File: src/hw/rtl/rgpc_pkg.sv
// ----------------------------------------------------------------------------
// rgpc_pkg
// Shared types, register map and constants of the progress-ring pixel
// classifier.
// ----------------------------------------------------------------------------
`default_nettype none

package rgpc_pkg;

  // Pixel and register field widths
  localparam int COORD_W  = 10;
  localparam int RADIUS_W = 9;
  localparam int PROG_W   = 16;
  localparam int CFG_AW   = 5;
  localparam int CFG_DW   = 32;

  // Register map (index = paddr[4:2])
  localparam logic [2:0] REG_CENTER_X   = 3'd0;
  localparam logic [2:0] REG_CENTER_Y   = 3'd1;
  localparam logic [2:0] REG_OUTER_RAD  = 3'd2;
  localparam logic [2:0] REG_THICKNESS  = 3'd3;
  localparam logic [2:0] REG_PROG_VALUE = 3'd4;
  localparam logic [2:0] REG_PROG_MAX   = 3'd5;

  localparam logic [RADIUS_W-1:0] THICK_DEFAULT = RADIUS_W'(4);

  // Region codes
  localparam logic [1:0] REGION_OUTSIDE = 2'd0;
  localparam logic [1:0] REGION_FILLED  = 2'd1;
  localparam logic [1:0] REGION_DITHER  = 2'd2;

  // Percentage scale
  localparam int PCT_FULL = 100;
  localparam int PCT_W    = 7;
  localparam int NUM_W    = 32;

  // CORDIC datapath
  localparam int CORDIC_STEPS = 30;
  localparam int CORDIC_SCALE = 24;
  localparam int XW           = COORD_W + CORDIC_SCALE + 3;
  localparam int ZW           = 33;

  typedef struct packed {
    logic [COORD_W-1:0] pixel_x;
    logic [COORD_W-1:0] pixel_y;
  } in_item_t;

  typedef struct packed {
    logic       pixel_on;
    logic [1:0] region;
  } out_item_t;

  // Sideband that rides along the CORDIC pipe
  typedef struct packed {
    logic       in_band;
    logic       dither;
    logic       center;
    logic       swap;
    logic [1:0] quad;
  } side_t;

  // atan(2^-i) in units of 2^-32 turn
  function automatic logic [31:0] atan_turn(input logic [4:0] idx);
    logic [31:0] v;
    case (idx)
      5'd0:    v = 32'd536870912;
      5'd1:    v = 32'd316933406;
      5'd2:    v = 32'd167458907;
      5'd3:    v = 32'd85004756;
      5'd4:    v = 32'd42667331;
      5'd5:    v = 32'd21354465;
      5'd6:    v = 32'd10679838;
      5'd7:    v = 32'd5340245;
      5'd8:    v = 32'd2670163;
      5'd9:    v = 32'd1335087;
      5'd10:   v = 32'd667544;
      5'd11:   v = 32'd333772;
      5'd12:   v = 32'd166886;
      5'd13:   v = 32'd83443;
      5'd14:   v = 32'd41722;
      5'd15:   v = 32'd20861;
      5'd16:   v = 32'd10430;
      5'd17:   v = 32'd5215;
      5'd18:   v = 32'd2608;
      5'd19:   v = 32'd1304;
      5'd20:   v = 32'd652;
      5'd21:   v = 32'd326;
      5'd22:   v = 32'd163;
      5'd23:   v = 32'd81;
      5'd24:   v = 32'd41;
      5'd25:   v = 32'd20;
      5'd26:   v = 32'd10;
      5'd27:   v = 32'd5;
      5'd28:   v = 32'd3;
      5'd29:   v = 32'd1;
      default: v = 32'd0;
    endcase
    return v;
  endfunction

endpackage

`default_nettype wire

File: src/hw/rtl/rgpc_scale.sv
// ----------------------------------------------------------------------------
// rgpc_scale
// Turns progress value/max into the end angle of the filled arc: a restoring
// divider gives the percentage, a reciprocal multiply scales it to an angle.
// ----------------------------------------------------------------------------
`default_nettype none

module rgpc_scale import rgpc_pkg::*; #(
  parameter int ANGLE_W = 16
) (
  input  logic               clk,
  input  logic               rst_n,
  input  logic               kick,
  input  logic [PROG_W-1:0]  prog_value,
  input  logic [PROG_W-1:0]  prog_max,
  output logic               busy,
  output logic [ANGLE_W:0]   fill_end
);

  localparam int CNT_W     = $clog2(NUM_W);
  localparam int END_SHIFT = 14;
  localparam int K_W       = ANGLE_W + 8;
  localparam int PROD_W    = PCT_W + K_W;
  // ceil(2^(ANGLE_W+END_SHIFT) / 100); the rounding error stays below the
  // smallest fractional step of pct * 2^ANGLE_W / 100, so the floor is exact
  localparam logic [K_W-1:0] END_K =
    K_W'(((64'd1 << (ANGLE_W + END_SHIFT)) + 64'd99) / 64'd100);

  localparam logic [1:0] ST_IDLE = 2'd0;
  localparam logic [1:0] ST_PCT  = 2'd1;
  localparam logic [1:0] ST_END  = 2'd2;

  logic [1:0]        state_r, state_nxt;
  logic              kick_r;
  logic [CNT_W-1:0]  cnt_r, cnt_nxt;
  logic [NUM_W-1:0]  num_r, num_nxt;
  logic [PROG_W-1:0] rem_r, rem_nxt;
  logic [PROG_W-1:0] den_r, den_nxt;
  logic [PCT_W-1:0]  pct_r, pct_nxt;
  logic [ANGLE_W:0]  end_r, end_nxt;

  logic [PROG_W:0]   trial;
  logic              fits;
  logic [PROG_W-1:0] rem_step;
  logic [NUM_W-1:0]  num_step;
  logic [PCT_W-1:0]  pct;
  logic              last;
  logic [PROD_W-1:0] end_prod;

  always_comb begin
    trial    = {rem_r, num_r[NUM_W-1]};
    fits     = trial >= {1'b0, den_r};
    rem_step = fits ? PROG_W'(trial - {1'b0, den_r}) : trial[PROG_W-1:0];
    num_step = {num_r[NUM_W-2:0], fits};
    pct      = (num_step > NUM_W'(PCT_FULL)) ? PCT_W'(PCT_FULL) : num_step[PCT_W-1:0];
    last     = cnt_r == CNT_W'(NUM_W - 1);
    end_prod = PROD_W'(pct_r) * PROD_W'(END_K);

    state_nxt = state_r;
    cnt_nxt   = cnt_r;
    num_nxt   = num_r;
    rem_nxt   = rem_r;
    den_nxt   = den_r;
    pct_nxt   = pct_r;
    end_nxt   = end_r;

    if (kick_r) begin
      // a progress write restarts the conversion from any state
      cnt_nxt = '0;
      rem_nxt = '0;
      if (prog_max == '0) begin
        // zero full scale: percentage is zero
        state_nxt = ST_END;
        pct_nxt   = '0;
      end else begin
        state_nxt = ST_PCT;
        num_nxt   = NUM_W'(prog_value) * NUM_W'(PCT_FULL);
        den_nxt   = prog_max;
      end
    end else begin
      case (state_r)
        ST_IDLE: ;
        ST_PCT: begin
          num_nxt = num_step;
          rem_nxt = rem_step;
          cnt_nxt = cnt_r + CNT_W'(1);
          if (last) begin
            state_nxt = ST_END;
            pct_nxt   = pct;
          end
        end
        ST_END: begin
          state_nxt = ST_IDLE;
          end_nxt   = end_prod[END_SHIFT +: ANGLE_W+1];
        end
        default: begin
          state_nxt = ST_IDLE;
        end
      endcase
    end
  end

  always_ff @(posedge clk) begin
    if (!rst_n) begin
      state_r <= ST_IDLE;
      kick_r  <= 1'b0;
      cnt_r   <= '0;
      end_r   <= '0;
    end else begin
      state_r <= state_nxt;
      kick_r  <= kick;
      cnt_r   <= cnt_nxt;
      end_r   <= end_nxt;
    end
  end

  always_ff @(posedge clk) begin
    num_r <= num_nxt;
    rem_r <= rem_nxt;
    den_r <= den_nxt;
    pct_r <= pct_nxt;
  end

  assign busy     = kick_r || (state_r != ST_IDLE);
  assign fill_end = end_r;

endmodule

`default_nettype wire

File: config.mk
export PLATFORM = sky130hd
export DESIGN_NAME = rgpc_scale
export DESIGN_NICKNAME = d
export VERILOG_FILES = /design/src/hw/rtl/rgpc_pkg.sv /design/src/hw/rtl/rgpc_scale.sv
export SDC_FILE = /design/constraint.sdc
export NUM_CORES = 1
export LEC_CHECK = 0
export BUFFER_PORTS_ARGS = -buffer_cell sky130_fd_sc_hd__buf_2
export CAP_MARGIN = 20
export CORE_UTILIZATION = 64
export CTS_BUF_LIST = sky130_fd_sc_hd__clkbuf_8
export CTS_CLUSTER_DIAMETER = 50
export DETAILED_ROUTE_END_ITERATION = 8
export GPL_ROUTABILITY_DRIVEN = 0
export PLACE_DENSITY = 0.94
export RECOVER_POWER = 50
export SETUP_SLACK_MARGIN = 0.05
export SYNTH_ARGS = -nofsm -noshare
export SYNTH_HDL_FRONTEND = slang
export SYNTH_SLANG_ARGS = --single-unit
File: constraint.sdc
create_clock -name clk -period 5.3 [get_ports clk]
set_clock_uncertainty 0.05 [all_clocks]
set_input_delay 0 -clock clk [delete_from_list [all_inputs] [get_ports clk]]
set_output_delay 0 -clock clk [all_outputs]
set_load 0.005 [all_outputs]
==> results of run 1 <==
metrics by stage:
| stage | power [mW] | utilization (%) | cell area, µm² | hold WS, ps | setup slack, ps |
|---|---|---|---|---|---|
| 3_3_place_gp | 1.98 | 69.9 | 8930 | 142 | 326 |
| 5_1_grt | 2.78 | 73.5 | 9390 | 37.0 | 64.1 |
| 4_1_cts | 2.57 | 73.4 | 9380 | 15.9 | 155 |
| 2_1_floorplan | 1.79 | - | 8470 | 48.9 | 485 |
| 6_report | 2.59 | 73.5 | 9390 | 17.5 | 292 |
| 3_5_place_dp | 2.04 | 70.1 | 8960 | 144 | 188 |
layout make-up:
cell class,instances,area (µm²)
fillers,825,3390
multi-input cells,617,5430
clock buffers,9,124
inverters,140,526
clock inverters,7,88.8
flip-flops and latches,96,2470
repair buffers,85,534
well taps,172,215
kinds of logic (layout without fill, tap and decap cells):
kind of cell | after synthesis | after routing | share of synthesized area (%)
AO/OA/AOI/OAI | 173 | 173 | 13.9
buffers and inverters | 160 | 241 | 7.13
multiplexers | 22 | 22 | 2.87
AND/OR/NAND/NOR | 194 | 194 | 11.5
flip-flops | 96 | 96 | 29.2
XOR/XNOR | 39 | 39 | 4.03
adder cells (fa/ha/maj) | 189 | 189 | 31.5
how the worst min path moves through the flow:
| stage | from | end | slack [ps] |
|---|---|---|---|
| 2_1_floorplan | prog_max[0] | den_r[0] | 50 |
| 3_3_place_gp | prog_max[5] | den_r[5] | 140 |
| 3_5_place_dp | prog_max[13] | den_r[13] | 140 |
| 4_1_cts | prog_value[3] | num_r[5] | 20 |
| 5_1_grt | prog_value[3] | num_r[5] | 40 |
| 6_report | prog_value[3] | num_r[5] | 20 |
power by group through the flow:
stage | Clock, mW | Combinational, mW | Sequential [mW]
2_1_floorplan | 0 | 0.879 | 0.913
3_3_place_gp | 0 | 1.05 | 0.923
6_report | 0.518 | 1.16 | 0.912
4_1_cts | 0.522 | 1.14 | 0.910
3_5_place_dp | 0 | 1.12 | 0.926
5_1_grt | 0.550 | 1.31 | 0.920
per-layer routing:
metal	track usage, %	routed length, µm
met5	0	0
met4	13.4	624
met3	4.33	618
met2	52.5	9560
met1	30.9	7310
worst reg2reg max path, stage by stage, from the launching register on:
cell and delay, ps:
sky130_fd_sc_hd__edfxtp_1 440, sky130_fd_sc_hd__fa_1 590, sky130_fd_sc_hd__inv_1 90, sky130_fd_sc_hd__fa_1 520, sky130_fd_sc_hd__inv_1 60, sky130_fd_sc_hd__fa_1 470, sky130_fd_sc_hd__fa_1 570, sky130_fd_sc_hd__ha_4 230
sky130_fd_sc_hd__a21oi_2 150, sky130_fd_sc_hd__o21ai_1 90, sky130_fd_sc_hd__o311a_4 400, sky130_fd_sc_hd__o311ai_4 330, sky130_fd_sc_hd__a21oi_2 150, sky130_fd_sc_hd__a221oi_2 340, sky130_fd_sc_hd__o21ai_1 150, sky130_fd_sc_hd__xnor2_1 140
sky130_fd_sc_hd__o21ai_0 150
state kept, by name, summed over array words and instances (netlist names):
signal,flops
num_r,32
cnt_r,5
pct_r,7
kick_r,1
fill_end,17
state_r,2
rem_r,16
den_r,16
synth_stat cells (7+ instances only):
library cell	n
sky130_fd_sc_hd__nand2_1	52
sky130_fd_sc_hd__nor2b_1	17
sky130_fd_sc_hd__nor4_1	13
sky130_fd_sc_hd__and3_1	7
sky130_fd_sc_hd__xnor2_1	22
sky130_fd_sc_hd__clkbuf_1	16
sky130_fd_sc_hd__edfxtp_1	55
sky130_fd_sc_hd__and2_1	14
sky130_fd_sc_hd__a211oi_1	7
sky130_fd_sc_hd__fa_1	40
sky130_fd_sc_hd__xor2_1	17
sky130_fd_sc_hd__mux2_2	18
sky130_fd_sc_hd__a31oi_1	7
sky130_fd_sc_hd__nor2_1	35
sky130_fd_sc_hd__a21o_1	21
sky130_fd_sc_hd__o21ai_0	32
sky130_fd_sc_hd__a21oi_1	54
sky130_fd_sc_hd__nor3_1	14
sky130_fd_sc_hd__inv_1	140
sky130_fd_sc_hd__ha_1	149
sky130_fd_sc_hd__dfxtp_1	41
sky130_fd_sc_hd__nand3_1	16
repair_timing:
action | CTS | global route
resized for setup | 0 | 2
setup endpoints to repair | 0 | 7
hold endpoints to repair | 21 | 0
setup buffers | 0 | 5
hold buffers | 21 | 0
==> impl_metrics.yaml, run 1 <==
run_status:
  result_of_the_run: "finished, violations left"
  violations: "max-capacitance violations, max-slew violations"
logic_synthesis:
  ys_top_cells_by_area: "sky130_fd_sc_hd__ha_1 (22%), sky130_fd_sc_hd__edfxtp_1 (19%), sky130_fd_sc_hd__dfxtp_1 (9.7%)"
  synth_edf_count: 55
  async_reset_ff_share_pct: 0
  post_synthesis_cells: 873
  synth-warning-count: 0
  synth_top_area_share_pct: 22.0
  syn-num-nets: 1097
  synth_largest_area_cell: "sky130_fd_sc_hd__ha_1"
  post_synth.cell_area_avg_um2: 9.70
  synth_cell_types: 59
  synth_flop_cell: "sky130_fd_sc_hd__edfxtp_1"
  post_synth_instance_area_um2: 8470
  synth.ff_latch_count: 96
  yosysSeqAreaShare_pct: 29.2
cts:
  cts.reportedPaths.clkPinSlew_ps: 110
  worstSkewPairLatency_ps: 400
  cts.path.max_buffers: 2
  clockRootBuffer: "sky130_fd_sc_hd__clkbuf_8"
  cts_max_level: 3
  cts_inserted_buffers: 9
  clock_tree_from_tritoncts: "built"
  cts_num_sinks: 96
setup_path:
  cp_num_buf_inv: 2
  criticalPathCategory: "reg -> reg"
  worst-r2r-setup-slack_ps: 290
  ff2ff_path_depth: 16
  timing.critical_path.arrival_ps: 5260
  timing.critical_path.from_type: "flip-flop"
  required_time_of_the_critical_path_ps: 5560
  regToRegEndpoint: "fill_end[15]"
  crit_path_max_incr_delay_ps: 590
  reg2reg_from: "pct_r[4]"
  crit_end: "fill_end[15]"
  cp_common_cell: "sky130_fd_sc_hd__fa_1"
  worst-path-max-fanout: 4
  critical_path.startpoint: "pct_r[4]"
  end_kind: "flip-flop"
  critPathSlowestCell: "sky130_fd_sc_hd__fa_1"
  path_delay_family: "adder cells"
  crit_cells: 16
  crit_chain: "fa_1, inv_1, fa_1, inv_1, fa_1, fa_1, ha_4, a21oi_2, o21ai_1, o311a_4, o311ai_4, a21oi_2, a221oi_2, o21ai_1, xnor2_1, o21ai_0"
floorplanning:
  starting_density_of_the_core_pct: 66.3
  chipWidth_um: 117
  design.die.area_um2: 13700
  io_pins: 53
  rows: 41
  die_height_um: 117
  floorplan.core_area_um2: 12800
cells_and_area:
  layout.cells.most_common: "sky130_fd_sc_hd__ha_1"
  stdcell_count: 1126
  commonest_cells_after_routing_fill_and_taps_aside: "sky130_fd_sc_hd__ha_1 (148), sky130_fd_sc_hd__inv_1 (140), sky130_fd_sc_hd__edfxtp_1 (55)"
  areaGrowthSynthToFinish_pct: 10.8
  antennaDiodeCount: 0
  drive_gt1_share_pct: 8.81
  finish.net_count: 1173
power_and_ir_drop:
  p_seq_share_pct: 35.2
  cellPowerDensity_nw_per_um2: 276
  worst_voltage_drop_across_the_vdd_grid_mv: 0.259
  internal-power_mw: 1.61
  switching_component_of_the_power_mw: 0.981
  power.static_leakage_nw: 4.45
  power.switching_fraction_pct: 37.9
  power_frac_clock_pct: 20.0
  p_comb_share_pct: 44.8
timing:
  hold_viol_final: 0
  grt_setup_unrepaired: "false"
  post-route-period-util_pct: 94.5
  period_needed_ps: 5010
  worst_pin_slew_ps: 2270
  timing.slew.headroom_pct: -51.3
  max_freq_mhz: 200
  setup_viol_count_final: 0
  report.final.slew_viol_count: 49
  final.setup.tns_ps: 0
global_route:
  antenna_found_initial: 0
  number_of_global_route_vias_before_repair: 6642
  global_route.overflow_total: 0
  maximum_number_of_pins_on_one_net_before_global_route_repair: 49
  grt.total_usage_pct: 28.0
  global_route_wire_length_before_repair_mm: 29.5
routing:
  wl_mm: 18.1
  drc: 0
  per_cell_routed_wire_length_um: 16.1
  antenna_left: 0
  via_per_inst: 5.81
  drt_iter0_drc: 491
  route.vias.total: 6537
  detailedRoute.firstPassIterationCount: 5
run:
  total_of_max_cap_violations: 1
placement:
  placed_cells_incl_taps: 1083
  dp_hpwl_mm: 13.3
  port_buffer_count: 52
worst_hold_path:
  min_path_type: "in -> reg"
  min_delay_path_depth: 3
Power figures use the tool's default switching activity.
==> inputs of run 2 (changes only) <==
--- a/config.mk
+++ b/config.mk
@@ -7,14 +7,16 @@
 export LEC_CHECK = 0
 export BUFFER_PORTS_ARGS = -buffer_cell sky130_fd_sc_hd__buf_2
 export CAP_MARGIN = 20
-export CORE_UTILIZATION = 64
+export CORE_UTILIZATION = 55
 export CTS_BUF_LIST = sky130_fd_sc_hd__clkbuf_8
 export CTS_CLUSTER_DIAMETER = 50
 export DETAILED_ROUTE_END_ITERATION = 8
 export GPL_ROUTABILITY_DRIVEN = 0
-export PLACE_DENSITY = 0.94
+export GPL_TIMING_DRIVEN = 0
+export PLACE_DENSITY = 0.84
 export RECOVER_POWER = 50
 export SETUP_SLACK_MARGIN = 0.05
 export SYNTH_ARGS = -nofsm -noshare
 export SYNTH_HDL_FRONTEND = slang
 export SYNTH_SLANG_ARGS = --single-unit
+export TNS_END_PERCENT = 30
==> run 2 against run 1 <==
The run now ends clean. Total power down 2.0%. Critical endpoint is now fill_end[10]. Largest cell class unchanged. Via count decreased by 0.87%. First-iteration DRC count fell by 25%.
==> impl_metrics.yaml, run 2 (synthesis results as in run 1) <==
run:
  total_of_max_cap_violations: 0
global_route:
  maximum_number_of_pins_on_one_net_before_global_route_repair: 22
  grt.total_usage_pct: 23.6
  global_route.overflow_total: 0
  global_route_wire_length_before_repair_mm: 30.2
  number_of_global_route_vias_before_repair: 6589
  antenna_found_initial: 0
floorplanning:
  design.die.area_um2: 15900
  floorplan.core_area_um2: 14800
  io_pins: 53
  rows: 44
  chipWidth_um: 126
  starting_density_of_the_core_pct: 57.4
  die_height_um: 126
timing:
  timing.slew.headroom_pct: 27.5
  post-route-period-util_pct: 95.3
  final.hold.worst_slack_ps: 58.7
  grt_setup_unrepaired: "false"
  period_needed_ps: 5050
  setup_viol_count_final: 0
  hold_viol_final: 0
  worst_pin_slew_ps: 1070
  final.setup.tns_ps: 0
  report.final.slew_viol_count: 0
  max_freq_mhz: 198
setup_path:
  end_kind: "flip-flop"
  worst-r2r-setup-slack_ps: 250
  timing.critical_path.arrival_ps: 5250
  regToRegEndpoint: "fill_end[10]"
  criticalPathCategory: "reg -> reg"
  worst-path-max-fanout: 5
  ff2ff_path_depth: 16
  reg2reg_from: "pct_r[5]"
  timing.critical_path.from_type: "flip-flop"
  required_time_of_the_critical_path_ps: 5500
  critical_path.startpoint: "pct_r[5]"
  crit_end: "fill_end[10]"
routing:
  drc: 0
  drt_iter0_drc: 370
  route.vias.total: 6480
  antenna_left: 0
  wl_mm: 18.0
  via_per_inst: 5.62
  detailedRoute.firstPassIterationCount: 7
  per_cell_routed_wire_length_um: 15.6
cts:
  worstSkewPairLatency_ps: 380
  clock_tree_from_tritoncts: "built"
  cts_num_sinks: 96
  cts.reportedPaths.clkPinSlew_ps: 100
  cts.path.max_buffers: 2
  cts_inserted_buffers: 9
  clockRootBuffer: "sky130_fd_sc_hd__clkbuf_8"
  cts_max_level: 3
worst_hold_path:
  min_path_type: "in -> reg"
cells_and_area:
  regMostFlops: "num_r"
  largest_register_ffs: 32
  antennaDiodeCount: 0
  stdcell_area_um2: 9430
  finish.net_count: 1188
  drive_gt1_share_pct: 8.88
  commonest_cells_after_routing_fill_and_taps_aside: "sky130_fd_sc_hd__ha_1 (148), sky130_fd_sc_hd__inv_1 (142), sky130_fd_sc_hd__edfxtp_1 (55)"
  areaGrowthSynthToFinish_pct: 11.3
  postLayoutCoreUtil_pct: 63.9
  fillers: 1165
  layout.cells.most_common: "sky130_fd_sc_hd__ha_1"
placement:
  dp_hpwl_mm: 13.7
  area_post_placement_um2: 9010
  port_buffer_count: 52
power_and_ir_drop:
  p_comb_share_pct: 45.5
  power.static_leakage_nw: 4.50
  worst_voltage_drop_across_the_vdd_grid_mv: 0.238
  total_power_mw: 2.54
  power.switching_fraction_pct: 37.1
  switching_component_of_the_power_mw: 0.942
  p_seq_share_pct: 35.9
  cellPowerDensity_nw_per_um2: 269
  internal-power_mw: 1.60
  power_frac_clock_pct: 18.7
run_status:
  result_of_the_run: "finished clean"
==> run 2: final cells by class <==
cell class                 count  area [µm²]  share of cell area (%)
tap                          184         230                    2.44
clock buffer                   9         124                    1.31
clock inverter                 7        63.8                   0.676
sequential                    96        2470                    26.2
inverter                     140         526                    5.57
timing repair buffer          80         512                    5.43
buffer                        20        78.8                   0.836
multi-input combinational    617        5430                    57.5
==> run 2: repair_timing <==
item                                    CTS  global route
hold buffers                             21             0
endpoints found under the setup margin    0             7
hold endpoints to repair                 25             0
buffers inserted                          0             5
resized for setup                         0             4
==> run 2: critical path, stage by stage (launching register included) <==
cell                       delay (ps)
sky130_fd_sc_hd__edfxtp_1         500
sky130_fd_sc_hd__fa_1             580
sky130_fd_sc_hd__inv_1             90
sky130_fd_sc_hd__fa_1             500
sky130_fd_sc_hd__inv_1             50
sky130_fd_sc_hd__fa_1             470
sky130_fd_sc_hd__fa_1             600
sky130_fd_sc_hd__ha_4             240
sky130_fd_sc_hd__a21oi_2          140
sky130_fd_sc_hd__o21ai_1           80
sky130_fd_sc_hd__o311a_4          400
sky130_fd_sc_hd__o311ai_4         350
sky130_fd_sc_hd__a21oi_4          130
sky130_fd_sc_hd__or2_2            320
sky130_fd_sc_hd__a21oi_1          180
sky130_fd_sc_hd__xor2_1           150
sky130_fd_sc_hd__o21ai_0           80
==> run 2: metrics by stage <==
step	cells	worst slack (ps)
2_1_floorplan	873	485
3_3_place_gp	1109	192
3_5_place_dp	1111	172
4_1_cts	1148	87.3
5_1_grt	1153	57.4
6_report	1153	249
==> run 2: worst min path at each step <==
| stage | startpoint | to | slack, ps | depth (start not counted) |
|---|---|---|---|---|
| 4_1_cts | prog_value[3] | num_r[5] | 40 | 3 |
| 5_1_grt | prog_value[3] | num_r[5] | 40 | 3 |
| 6_report | prog_value[3] | num_r[5] | 60 | 3 |
| 3_3_place_gp | prog_max[9] | den_r[9] | 140 | 1 |
| 2_1_floorplan | prog_max[0] | den_r[0] | 50 | 0 |
| 3_5_place_dp | prog_max[14] | den_r[14] | 140 | 1 |
==> run 2: power groups by stage <==
stage | Sequential, mW | Clock [mW] | Combinational [mW]
finish | 0.912 | 0.474 | 1.15
global route | 0.920 | 0.508 | 1.30
CTS | 0.911 | 0.480 | 1.13
detailed placement | 0.927 | 0 | 1.11
global placement | 0.925 | 0 | 1.07
floorplan | 0.913 | 0 | 0.879
==> run 2: layer usage <==
layer / global-route usage (%) / part of all wire, %
met1: 28.3 / 43
met2: 43.9 / 52
met3: 3.02 / 3.4
met4: 6.80 / 1.6
met5: 0 / 0
==> inputs of run 3 (changes only) <==
--- a/config.mk
+++ b/config.mk
@@ -7,6 +7,7 @@
 export LEC_CHECK = 0
 export BUFFER_PORTS_ARGS = -buffer_cell sky130_fd_sc_hd__buf_2
 export CAP_MARGIN = 20
+export CORE_ASPECT_RATIO = 1.2
 export CORE_UTILIZATION = 55
 export CTS_BUF_LIST = sky130_fd_sc_hd__clkbuf_8
 export CTS_CLUSTER_DIAMETER = 50
==> run 3 against run 2 <==
Routed wire length grew 3.1%. Register-to-register slack is essentially flat. Via count grew 2.4%. Die area is essentially flat. Critical endpoint unchanged. Largest cell class unchanged.
==> impl_metrics.yaml, run 3 (synthesis results as in run 1) <==
run_status:
  result_of_the_run: "finished clean"
global_route:
  maximum_number_of_pins_on_one_net_before_global_route_repair: 26
  number_of_global_route_vias_before_repair: 6467
  grt.total_usage_pct: 23.8
  global_route_wire_length_before_repair_mm: 29.4
  global_route.overflow_total: 0
  antenna_found_initial: 0
cells_and_area:
  commonest_cells_after_routing_fill_and_taps_aside: "sky130_fd_sc_hd__ha_1 (148), sky130_fd_sc_hd__inv_1 (141), sky130_fd_sc_hd__edfxtp_1 (55)"
  antennaDiodeCount: 0
  largest_register_ffs: 32
  areaGrowthSynthToFinish_pct: 11.9
  regMostFlops: "num_r"
  drive_gt1_share_pct: 8.75
  stdcell_area_um2: 9480
  layout.cells.most_common: "sky130_fd_sc_hd__ha_1"
  finish.net_count: 1190
  postLayoutCoreUtil_pct: 63.1
  fillers: 1204
routing:
  via_per_inst: 5.65
  antenna_left: 0
  wl_mm: 18.6
  detailedRoute.firstPassIterationCount: 5
  route.vias.total: 6638
  drc: 0
  drt_iter0_drc: 403
  per_cell_routed_wire_length_um: 15.8
placement:
  port_buffer_count: 52
  dp_hpwl_mm: 14.1
  area_post_placement_um2: 9030
cts:
  cts_num_sinks: 96
  cts.path.max_buffers: 2
  clockRootBuffer: "sky130_fd_sc_hd__clkbuf_8"
  cts.reportedPaths.clkPinSlew_ps: 110
  worstSkewPairLatency_ps: 380
  cts_inserted_buffers: 9
  clock_tree_from_tritoncts: "built"
  cts_max_level: 3
setup_path:
  timing.critical_path.from_type: "flip-flop"
  required_time_of_the_critical_path_ps: 5520
  critPathSlowestCell: "sky130_fd_sc_hd__fa_1"
  worst-path-max-fanout: 4
  criticalPathCategory: "reg -> reg"
  cp_common_cell: "sky130_fd_sc_hd__fa_1"
  end_kind: "flip-flop"
  crit_path_max_incr_delay_ps: 590
  crit_chain: "fa_1, inv_1, fa_1, inv_1, fa_1, fa_1, ha_4, a21oi_2, o21ai_1, o311a_4, o311ai_4, a21oi_2, or2_2, a21oi_1, xor2_1, o21ai_0"
  timing.critical_path.arrival_ps: 5270
timing:
  grt_setup_unrepaired: "false"
  report.final.slew_viol_count: 0
  timing.slew.headroom_pct: 36.2
  setup_viol_count_final: 0
  max_freq_mhz: 198
  worst_pin_slew_ps: 945
  post-route-period-util_pct: 95.2
  hold_viol_final: 0
  final.setup.tns_ps: 0
  period_needed_ps: 5050
floorplanning:
  starting_density_of_the_core_pct: 56.4
  die_height_um: 138
  floorplan.core_area_um2: 15000
  io_pins: 53
  chipWidth_um: 115
  rows: 49
  design.die.area_um2: 15900
power_and_ir_drop:
  cellPowerDensity_nw_per_um2: 276
  worst_voltage_drop_across_the_vdd_grid_mv: 0.197
  power.static_leakage_nw: 4.49
worst_hold_path:
  min_path_type: "in -> reg"
run:
  total_of_max_cap_violations: 0
[run 3: per-layer routing]
| metal | GRT usage [%] | part of all wire (%) | wire length [µm] |
|---|---|---|---|
| met1 | 27.3 | 39 | 7300 |
| met2 | 44.4 | 53 | 9830 |
| met3 | 2.80 | 4.8 | 897 |
| met4 | 10.3 | 2.9 | 529 |
| met5 | 0 | 0 | 0 |
[run 3: final timing paths]
check                startpoint           end  slack [ps]  cells after the start
setup / recovery       pct_r[5]  fill_end[10]         250                     16
setup reg to reg       pct_r[5]  fill_end[10]         250                     16
hold reg to reg     fill_end[3]   fill_end[3]         420                      2
hold / removal    prog_value[3]      num_r[5]          90                      3
[run 3: area by class of cell]
type	count	area, µm²	area share, %
Multi-Input combinational cell	617	5410	57.1
Inverter	140	526	5.54
Clock inverter	7	93.8	0.990
Timing Repair Buffer	82	520	5.49
Tap cell	204	255	2.69
Buffer	20	78.8	0.832
Clock buffer	9	124	1.31
Sequential cell	96	2470	26.1
[run 3: worst max-delay path, delay by kind of cell, from the launching register on]
kind	cells	cell delay, ps
xor+xnor	1	160
buf+inv	2	150
compound gates	7	1350
fa+ha+maj	5	2380
simple gates	1	330
flops	1	480
[run 3: repair_timing]
action | in CTS | in global routing
hold endpoints to repair | 25 | 0
gates resized for setup | 0 | 1
buffers inserted | 0 | 7
hold buffers | 21 | 0
endpoints found under the setup margin | 0 | 7
[run 3: power breakdown]
part	leakage, nW	total [mW]	switching, mW	internal (mW)
clock	0.111	0.546	0.279	0.267
sequential	0.852	0.913	0.0455	0.868
combinational	3.52	1.16	0.647	0.512
[run 3: through the flow]
stage	hold WS, ps	std cells	power (mW)	setup slack, ps
finish	93.9	1175	2.62	253
global route	94.7	1175	2.78	40.7
CTS	91.4	1168	2.60	126
detailed placement	145	1131	2.04	141
global placement	142	1129	1.99	194
floorplan	48.9	873	1.79	485
